**src/rtl/assert_macros.svh**
```systemverilog
// Assertion helpers for the pixel blend block.
// Depends on clk and rst_n being visible at the place of use.
`ifndef ASSERT_MACROS_SVH
`define ASSERT_MACROS_SVH
`ifndef SYNTHESIS
// Same-cycle implication, checked out of reset
`define ASSERT_NOW(lbl, ante, cons, msg) \
    lbl: assert property (@(posedge clk) disable iff (!rst_n) (ante) |-> (cons)) \
        else $error(msg);
// Next-cycle implication, checked out of reset
`define ASSERT_NEXT(lbl, ante, cons, msg) \
    lbl: assert property (@(posedge clk) disable iff (!rst_n) (ante) |=> (cons)) \
        else $error(msg);
`else
`define ASSERT_NOW(lbl, ante, cons, msg)
`define ASSERT_NEXT(lbl, ante, cons, msg)
`endif
`endif

```
**src/rtl/dtpb_pkg.sv**
```systemverilog
// Package for the depth tested pixel blend block: codes, states, defaults.
// No dependencies.
package dtpb_pkg;

    // Default geometry and depth precision
    localparam int DEF_MAX_WIDTH  = 256;
    localparam int DEF_MAX_HEIGHT = 256;
    localparam int DEF_DEPTH_BITS = 24;

    // Configuration register file
    localparam int CFG_IDX_W  = 2;
    localparam int CFG_DATA_W = 32;
    localparam int DIM_W      = 9;

    localparam logic [CFG_IDX_W-1:0] CFG_FRAME_WIDTH  = 2'd0;
    localparam logic [CFG_IDX_W-1:0] CFG_FRAME_HEIGHT = 2'd1;
    localparam logic [CFG_IDX_W-1:0] CFG_CLEAR_COLOR  = 2'd2;

    localparam logic [DIM_W-1:0] RST_FRAME_WIDTH  = 9'd256;
    localparam logic [DIM_W-1:0] RST_FRAME_HEIGHT = 9'd256;
    localparam logic [31:0]      RST_CLEAR_COLOR  = 32'd0;

    // Operation codes
    typedef enum logic [2:0] {
        OP_OPAQUE     = 3'd0,
        OP_ALPHA      = 3'd1,
        OP_READ_COLOR = 3'd2,
        OP_READ_DEPTH = 3'd3,
        OP_CLEAR      = 3'd4
    } dtpb_op_t;

    // Sequencer states
    typedef enum logic [2:0] {
        ST_SWEEP,
        ST_IDLE,
        ST_MUL,
        ST_READ,
        ST_CALC,
        ST_DONE
    } dtpb_state_t;

endpackage

```
**src/rtl/dtpb_blend.sv**
```systemverilog
// Alpha blend unit: registered per-channel weighted sums, then divide by 255.
// Depends on dtpb_pkg.
module dtpb_blend
    import dtpb_pkg::*;
(
    input  logic        clk,
    input  logic        load,
    input  logic [31:0] src_color,
    input  logic [31:0] dst_color,
    output logic [31:0] mix_color
);

    logic [15:0] sum_reg [4];
    logic [15:0] sum_next [4];
    logic [7:0]  alpha;
    logic [7:0]  alpha_inv;

    // floor(n / 255) for n below 65280
    function automatic logic [7:0] div255(input logic [15:0] n);
        logic [16:0] t;
        t = 17'(n) + 17'(n >> 8) + 17'd1;
        return t[15:8];
    endfunction

    assign alpha     = src_color[7:0];
    assign alpha_inv = 8'd255 - alpha;

    // Weighted sums; alpha lane blends against full coverage
    always_comb
    begin
        for (int i = 0; i < 4; i++)
        begin
            logic [7:0] s;
            logic [7:0] d;
            s = (i == 0) ? 8'hFF : src_color[8*i +: 8];
            d = dst_color[8*i +: 8];
            sum_next[i] = 16'(s) * 16'(alpha) + 16'(d) * 16'(alpha_inv);
        end
    end

    always_ff @(posedge clk)
    begin
        if (load)
        begin
            sum_reg <= sum_next;
        end
    end

    // Divide stage
    always_comb
    begin
        for (int i = 0; i < 4; i++)
        begin
            mix_color[8*i +: 8] = div255(sum_reg[i]);
        end
    end

endmodule

```
**config.mk**
```make
export PLATFORM = sky130hd
export DESIGN_NAME = dtpb_blend
export DESIGN_NICKNAME = d
export VERILOG_FILES = /design/src/rtl/assert_macros.svh /design/src/rtl/dtpb_pkg.sv /design/src/rtl/dtpb_blend.sv
export SDC_FILE = /design/constraint.sdc
export NUM_CORES = 1
export LEC_CHECK = 0
export ABC_AREA = 1
export BUFFER_PORTS_ARGS = -buffer_cell sky130_fd_sc_hd__buf_4
export CAP_MARGIN = 0
export CORE_AREA = 2 2 263 135
export DETAILED_ROUTE_END_ITERATION = 10
export DIE_AREA = 0 0 265 137
export PLACE_DENSITY_LB_ADDON = 0.15
export RECOVER_POWER = 100
export SYNTH_ARGS = -nofsm -noshare
export SYNTH_HDL_FRONTEND = slang
export SYNTH_SLANG_ARGS = --single-unit
```
**constraint.sdc**
```tcl
create_clock -name clk -period 19.3 [get_ports clk]
set_input_delay 3.86 -clock clk [delete_from_list [all_inputs] [get_ports clk]]
set_output_delay 3.86 -clock clk [all_outputs]
set_load 0.02 [all_outputs]
```
==> flow_metrics.tcl, run 1 <==
set metrics [dict create \
    library_cell_contributing_the_largest_single_delay_on_the_critical_path "sky130_fd_sc_hd__clkbuf_1" \
    dr_total_vias 17700 \
    cp.arrival_ns 11.50 \
    mapped_cell_area_um2 21900 \
    ys_seq_elements 64 \
    die_x_um 265 \
    cp_max_fo 56 \
    yosys_most_used_dff "sky130_fd_sc_hd__edfxtp_1" \
    grt_setup_unrepaired "false" \
    postCtsSetupRepairBufs 0 \
    fin_setup_tns_ns 0 \
    final_core_util 0.679 \
    hold_buffers 0 \
    post_synth_inst_count 2934 \
    grt_remaining_overflow 0 \
    max-clock-path-buffers 2 \
    cts_tree "yes" \
    drc 0 \
    worst_setup_path_startpoint "src_color[0]" \
    placement.io_buffers 97 \
    clock-root-buffer "sky130_fd_sc_hd__clkbuf_16" \
    cts_inserted_buffers 9 \
    largest_reg_flops 64 \
    run_status "complete, but fails checks" \
    antenna_left 0 \
    critical_path.cell_chain "clkbuf_1 > inv_1 > nand2_1 > fa_1 > fa_1 > inv_1 > fa_1 > fa_1 > fa_1 > inv_1 > fa_1 > inv_1 > ha_1 > nand2_1 > inv_1 > nand2_1 > nand3_1 > nand2_1 > nand3_1 > nand2_1 > nand2_1" \
    number_of_enable_flip_flop_cells_after_synthesis 64 \
    ys.warnings.count 0 \
    drt_pre_antenna_iters 6 \
    initial_utilization 0.643 \
    period_share 0.591 \
    area_growth_pct 5.60 \
    clk_pin_slew_worst_paths_ns 0.06 \
    num_io_pins 98 \
    seqCellArea_um2 1920 \
    dr.first_iter.drc_count 1302 \
    fmax_mhz 87.7 \
    final_report_hold_violation_count 0 \
    dpl.hpwl_um 45800 \
    crit_required_ns 19.40 \
    die_y_um 137 \
    slew_headroom -1.61 \
    worst_pin_slew_ns 3.91 \
    first_global_vias 18400 \
    global_route_wire_length_before_repair_um 91100 \
    track_usage 0.322 \
    critPathKind "in2reg" \
    finalNetCount 3692 \
    core_um2 34000 \
    grt_start_max_net_pins 65 \
    class_of_the_tightest_hold_or_removal_check "in2reg" \
    core.rowCount 48 \
    routedWlPerCell_um 15.8 \
    multi_input_comb_area_um2 16300 \
    worst_setup_path_endpoint "sum_reg[29]$_DFFE_PP_" \
    whs_ns 3.87 \
    clock_sink_total 64 \
    failed_checks "capacitance limit, slew limit" \
    syn_area_per_cell_um2 7.45 \
    maxCapViolCount 2 \
    layout_commonest_cell "sky130_fd_sc_hd__inv_1" \
    layout_cell_share_with_drive_strength_beyond_1 0.0369 \
    grt_antenna_before_repair 1 \
    synth_async_sr_flop_share 0 \
    drt_wl_total_um 54200 \
    critical_path.endpoint_type "flop" \
    setup_viol 0 \
    report.final.slew_viol_count 122 \
    critPathLaunchType "input port" \
    die-area_um2 36300 \
    synth_cell_type_count 29 \
    htree_num_levels 3 \
    fill_cells 2876 \
    final_period_minus_worst_setup_slack_ns 11.40 \
    resize_count_post_cts 0 \
    place_congestion 0.948 \
    seq_area_frac_synth 0.0879 \
    layout.cells.most_common_list "sky130_fd_sc_hd__inv_1 (876), sky130_fd_sc_hd__nand2_1 (712), sky130_fd_sc_hd__fa_1 (374)" \
    critical_path.max_stage_delay_ns 2.15 \
    routed_via_density 5.16 \
]
-- layout make-up --
type,count,share of cell area
antenna,1,0.000108
clock buffer,10,0.00992
clock inverter,6,0.00466
inverter,882,0.144
multi-input combinational,1922,0.707
sequential,64,0.0832
tap,450,0.0244
timing repair buffer,97,0.0268
-- stage by stage --
| stage | cell area [um2] | worst slack [ns] | std cells |
|---|---|---|---|
| after global routing | 23100 | 7.38 | 3432 |
| after CTS | 23200 | 9.99 | 3431 |
| after global placement | 22900 | 9.62 | 3415 |
| final | 23100 | 7.90 | 3432 |
| after detailed placement | 22900 | 9.60 | 3415 |
| after floorplan | 21900 | 10.54 | 2937 |
-- critical path: cells and delay by family --
family | cells | cell delay [ns]
buffers and inverters | 6 | 3.38
adder cells (fa/ha/maj) | 7 | 3.27
AND/OR/NAND/NOR | 8 | 0.96
-- cell families after synthesis --
logic type	count (synthesis)	share of synthesized area
simple gates	1167	0.216
other cells	1	0.000171
flops	64	0.0879
xor+xnor	32	0.0128
compound gates	69	0.0169
fa+ha+maj	650	0.500
buf+inv	951	0.165
-- synth_stat cells, types with 4 or more instances --
cell / instances / area (um2)
sky130_fd_sc_hd__nand4_1: 18 / 113
sky130_fd_sc_hd__fa_1: 374 / 7490
sky130_fd_sc_hd__edfxtp_1: 64 / 1920
sky130_fd_sc_hd__a21o_1: 4 / 30.0
sky130_fd_sc_hd__xor2_1: 20 / 175
sky130_fd_sc_hd__inv_1: 876 / 3290
sky130_fd_sc_hd__nand3b_1: 6 / 45.0
sky130_fd_sc_hd__nor2_1: 271 / 1020
sky130_fd_sc_hd__nand2_1: 709 / 2660
sky130_fd_sc_hd__o21bai_1: 6 / 45.0
sky130_fd_sc_hd__ha_1: 276 / 3450
sky130_fd_sc_hd__clkbuf_2: 5 / 25.0
sky130_fd_sc_hd__a21oi_1: 45 / 225
sky130_fd_sc_hd__and2_1: 15 / 93.8
sky130_fd_sc_hd__buf_2: 29 / 145
sky130_fd_sc_hd__o21ai_0: 14 / 70.1
sky130_fd_sc_hd__nor3_2: 4 / 40.0
sky130_fd_sc_hd__nor3_1: 7 / 35.0
sky130_fd_sc_hd__nand2_2: 18 / 113
sky130_fd_sc_hd__nand3_1: 112 / 561
sky130_fd_sc_hd__xnor2_1: 12 / 105
sky130_fd_sc_hd__clkbuf_1: 35 / 131
-- worst min-delay path by stage --
stage | start | end | slack [ns] | cells after the start
final | src_color[24] | sum_reg[0]$_DFFE_PP_ | 3.87 | 3
after global routing | src_color[8] | sum_reg[32]$_DFFE_PP_ | 3.88 | 3
after CTS | src_color[24] | sum_reg[0]$_DFFE_PP_ | 3.86 | 3
after detailed placement | src_color[24] | sum_reg[0]$_DFFE_PP_ | 4.24 | 3
after global placement | src_color[24] | sum_reg[0]$_DFFE_PP_ | 4.25 | 3
after floorplan | load | sum_reg[0]$_DFFE_PP_ | 3.97 | 0
-- layer usage --
metal  global-route usage  wire length, um  up-vias
met5                    0                0        -
met4               0.0753             1090        0
met3               0.0739             4950       66
met2                0.502            23500      657
met1                0.460            24700     8434
li1                     -                -     8556
Power of run 1 is left out: the tool's default activity adds up to more than one toggle a clock period on the data nets, which glitch-free logic cannot reach.
==> run 2: changes to the inputs <==
Clock period 19.3 ns to 11.6 ns, I/O delays scaled along.
==> flow_metrics.tcl, run 2 (same netlist as run 1, synthesis figures left out) <==
set metrics [dict create \
    dr_total_vias 17800 \
    library_cell_contributing_the_largest_single_delay_on_the_critical_path "sky130_fd_sc_hd__fa_1" \
    finalNetCount 3692 \
    slew_headroom -1.66 \
    critPathKind "in2reg" \
    fmax_mhz 127 \
    run_status "complete, but fails checks" \
    htree_num_levels 3 \
    maxCapViolCount 1 \
    grt_antenna_before_repair 1 \
    die_y_um 137 \
    final_period_minus_worst_setup_slack_ns 7.88 \
    critical_path.endpoint_type "flop" \
    final_report_hold_violation_count 0 \
    critical_path.cell_chain "buf_4 > inv_1 > fa_1 > inv_1 > fa_1 > inv_1 > fa_1 > inv_1 > fa_1 > fa_1 > inv_1 > fa_1 > inv_1 > ha_1 > a21oi_1 > nor2_1 > nor2_1 > nand3_1 > nand2_1 > nand2_1" \
    global_route_wire_length_before_repair_um 91400 \
    class_of_the_tightest_hold_or_removal_check "in2reg" \
    critical_path.max_stage_delay_ns 0.69 \
    clock-root-buffer "sky130_fd_sc_hd__clkbuf_16" \
    drt_wl_total_um 54500 \
    critical_path.n_buffers_inverters 7 \
    num_io_pins 98 \
    crit_required_ns 11.71 \
    postCtsSetupRepairBufs 0 \
    hold_buffers 0 \
    critPathLaunchType "input port" \
    cts_inserted_buffers 9 \
    holdCritStartpoint "src_color[24]" \
    placement.io_buffers 97 \
    first_global_vias 18400 \
    grt_setup_unrepaired "false" \
    max-clock-path-buffers 2 \
    resize_count_post_cts 0 \
    layout.cells.most_common_list "sky130_fd_sc_hd__inv_1 (876), sky130_fd_sc_hd__nand2_1 (710), sky130_fd_sc_hd__fa_1 (374)" \
    track_usage 0.323 \
    period_share 0.679 \
    routed_via_density 5.19 \
    report.final.slew_viol_count 65 \
    die-area_um2 36300 \
    routedWlPerCell_um 15.9 \
    drc 0 \
    setup_viol 0 \
    core_um2 34000 \
    layout_commonest_cell "sky130_fd_sc_hd__inv_1" \
    place_congestion 0.955 \
    fin_setup_tns_ns 0 \
    worst_pin_slew_ns 3.99 \
    core.rowCount 48 \
    drt_pre_antenna_iters 6 \
    cts_tree "yes" \
    worst_setup_path_startpoint "src_color[2]" \
    dpl.hpwl_um 46100 \
    grt_start_max_net_pins 65 \
    initial_utilization 0.643 \
    grt_remaining_overflow 0 \
    area_growth_pct 5.55 \
    failed_checks "capacitance limit, slew limit" \
    largest_reg_flops 64 \
    antenna_left 0 \
    dr.first_iter.drc_count 1247 \
    clk_pin_slew_worst_paths_ns 0.06 \
    cp_max_fo 46 \
    layout_cell_share_with_drive_strength_beyond_1 0.0376 \
    cp.arrival_ns 8.00 \
    die_x_um 265 \
    critical_path.top_delay_family "adder cells" \
    clock_sink_total 64 \
]
==> run 2: path summary, 6_finish.rpt <==
| kind | to | slack [ns] | cells past startpoint |
|---|---|---|---|
| max | sum_reg[60]$_DFFE_PP_ | 3.72 | 20 |
| min | sum_reg[0]$_DFFE_PP_ | 2.33 | 3 |
==> run 2: through the flow <==
| step | cells | utilization | cell area (um2) | hold slack, ns | setup slack [ns] |
|---|---|---|---|---|---|
| 2_1_floorplan | 2937 | - | 21900 | 2.43 | 4.38 |
| 3_3_place_gp | 3415 | 0.673 | 22900 | 2.71 | 3.47 |
| 3_5_place_dp | 3415 | 0.673 | 22900 | 2.70 | 3.43 |
| 4_1_cts | 3431 | 0.682 | 23200 | 2.32 | 3.82 |
| 5_1_grt | 3432 | 0.679 | 23100 | 2.33 | 3.45 |
| 6_report | 3432 | 0.679 | 23100 | 2.33 | 3.72 |
==> run 2: layout make-up <==
| class | instances | area [um2] |
|---|---|---|
| Tap cell | 450 | 563 |
| Inverter | 882 | 3310 |
| Timing Repair Buffer | 97 | 619 |
| Clock buffer | 9 | 225 |
| Fill cell | 2906 | 10900 |
| Sequential cell | 64 | 1920 |
| Antenna cell | 1 | 2.50 |
| Multi-Input combinational cell | 1922 | 16300 |
| Clock inverter | 7 | 96.3 |
==> run 2: per-layer routing <==
layer	part of all wire	GRT usage	vias to the layer above
met5	0	0	-
met4	0.023	0.0898	0
met3	0.093	0.0714	88
met2	0.43	0.502	678
met1	0.45	0.460	8480
li1	-	-	8549
Power of run 2 is left out for the same reason.
==> run 3: changes to the inputs <==
Settings changed: CORE_AREA 2 2 263 135 to 2 2 276 142, DIE_AREA 0 0 265 137 to 0 0 278 144.
Clock period 11.6 ns to 6.65 ns, I/O delays scaled along.
==> flow_metrics.tcl, run 3 (same netlist as run 1, synthesis figures left out) <==
set metrics [dict create \
    cp.arrival_ns 6.30 \
    dp_cell_count 3490 \
    clk_pin_slew_worst_paths_ns 0.08 \
    grt_antenna_before_repair 2 \
    die-area_um2 40000 \
    cp_max_fo 36 \
    num_io_pins 98 \
    pre_cts_ws_ns 0.207 \
    postCtsSetupRepairBufs 0 \
    run_status "complete, but fails checks" \
    cts_inserted_buffers 9 \
    core_um2 38000 \
    layout_cell_share_with_drive_strength_beyond_1 0.0430 \
    drt_pre_antenna_iters 5 \
    period_share 0.926 \
    hold_buffers 0 \
    cell_area_reported_after_detailed_placement_um2 23200 \
    place_congestion 0.951 \
    fin_setup_tns_ns 0 \
    maxCapViolCount 1 \
    die_y_um 144 \
    critPathLaunchType "input port" \
    fmax_mhz 162 \
    cts_tree "yes" \
    track_usage 0.302 \
    layout.cells.most_common_list "sky130_fd_sc_hd__inv_1 (876), sky130_fd_sc_hd__nand2_1 (712), sky130_fd_sc_hd__fa_1 (374)" \
    seqCellArea_um2 1920 \
    area_growth_pct 6.85 \
    layout_commonest_cell "sky130_fd_sc_hd__inv_1" \
    final_period_minus_worst_setup_slack_ns 6.16 \
    grt_remaining_overflow 0 \
    grt_setup_unrepaired "false" \
    global_route_wire_length_before_repair_um 94200 \
    die_x_um 278 \
    core.rowCount 51 \
    largest_reg_flops 64 \
    report.final.slew_viol_count 65 \
    worst_pin_slew_ns 4.16 \
    clock_sink_total 64 \
    drc 0 \
    drt_wl_total_um 56500 \
    slew_headroom -1.77 \
    fill_cells 3451 \
    htree_num_levels 3 \
    failed_checks "capacitance limit, slew limit" \
    setup_slack_ns 0.492 \
    placement.io_buffers 97 \
    max-clock-path-buffers 2 \
    postLayoutCellArea_um2 23400 \
    resize_count_post_cts 0 \
    routedWlPerCell_um 16.1 \
    dpl.hpwl_um 47900 \
    final_report_hold_violation_count 0 \
    finalNetCount 3714 \
    initial_utilization 0.576 \
    routed_via_density 5.05 \
    clock-root-buffer "sky130_fd_sc_hd__clkbuf_16" \
    crit_required_ns 6.80 \
    dr_total_vias 17700 \
    stdcell_count 3508 \
    multi_input_comb_area_um2 16300 \
    grt_start_max_net_pins 65 \
    dr.first_iter.drc_count 1382 \
    class_of_the_tightest_hold_or_removal_check "in2reg" \
    setup_viol 0 \
    critical_path.endpoint_type "flop" \
    first_global_vias 18000 \
    antenna_left 0 \
    critPathKind "in2reg" \
]
==> run 3: final cells by class <==
cell class,count,area share
multi-input combinational,1922,0.699
tap,503,0.0269
clock buffer,9,0.00964
clock inverter,7,0.00450
inverter,882,0.142
sequential,64,0.0823
timing repair buffer,119,0.0358
antenna,2,0.000214
==> run 3: worst max-delay path: stages <==
cell	delay, ns
sky130_fd_sc_hd__clkbuf_4	0.11
sky130_fd_sc_hd__buf_4	0.42
sky130_fd_sc_hd__clkbuf_1	0.75
sky130_fd_sc_hd__nor2_1	0.16
sky130_fd_sc_hd__ha_1	0.36
sky130_fd_sc_hd__ha_1	0.21
sky130_fd_sc_hd__ha_1	0.28
sky130_fd_sc_hd__inv_1	0.05
sky130_fd_sc_hd__fa_1	0.53
sky130_fd_sc_hd__inv_1	0.05
sky130_fd_sc_hd__fa_1	0.38
sky130_fd_sc_hd__fa_1	0.46
sky130_fd_sc_hd__ha_1	0.38
sky130_fd_sc_hd__a21oi_1	0.17
sky130_fd_sc_hd__nand2_1	0.17
sky130_fd_sc_hd__nand2_1	0.10
sky130_fd_sc_hd__nand2_1	0.11
sky130_fd_sc_hd__nand2_1	0.11
sky130_fd_sc_hd__nand2_1	0.06
sky130_fd_sc_hd__nand2_1	0.06
sky130_fd_sc_hd__nand2_1	0.04
==> run 3: final timing paths <==
| check | start | end | slack [ns] | depth (start not counted) |
|---|---|---|---|---|
| worst max-delay path | src_color[0] | sum_reg[15]$_DFFE_PP_ | 0.49 | 21 |
| worst min-delay path | src_color[24] | sum_reg[0]$_DFFE_PP_ | 1.36 | 3 |
==> run 3: routing by layer <==
layer  global-route usage  part of all wire  vias up
met4               0.0617             0.015        0
met5                    0                 0        -
met3               0.0625             0.087       52
li1                     -                 -     8601
met2                0.430              0.40      702
met1                0.472              0.50     8375
==> run 3: metrics by stage <==
step	utilization	hold slack [ns]
after detailed placement	0.610	1.74
final	0.615	1.36
after floorplan	-	1.44
after global placement	0.610	1.73
after global routing	0.615	1.39
after CTS	0.619	1.33
Power of run 3 is left out for the same reason.
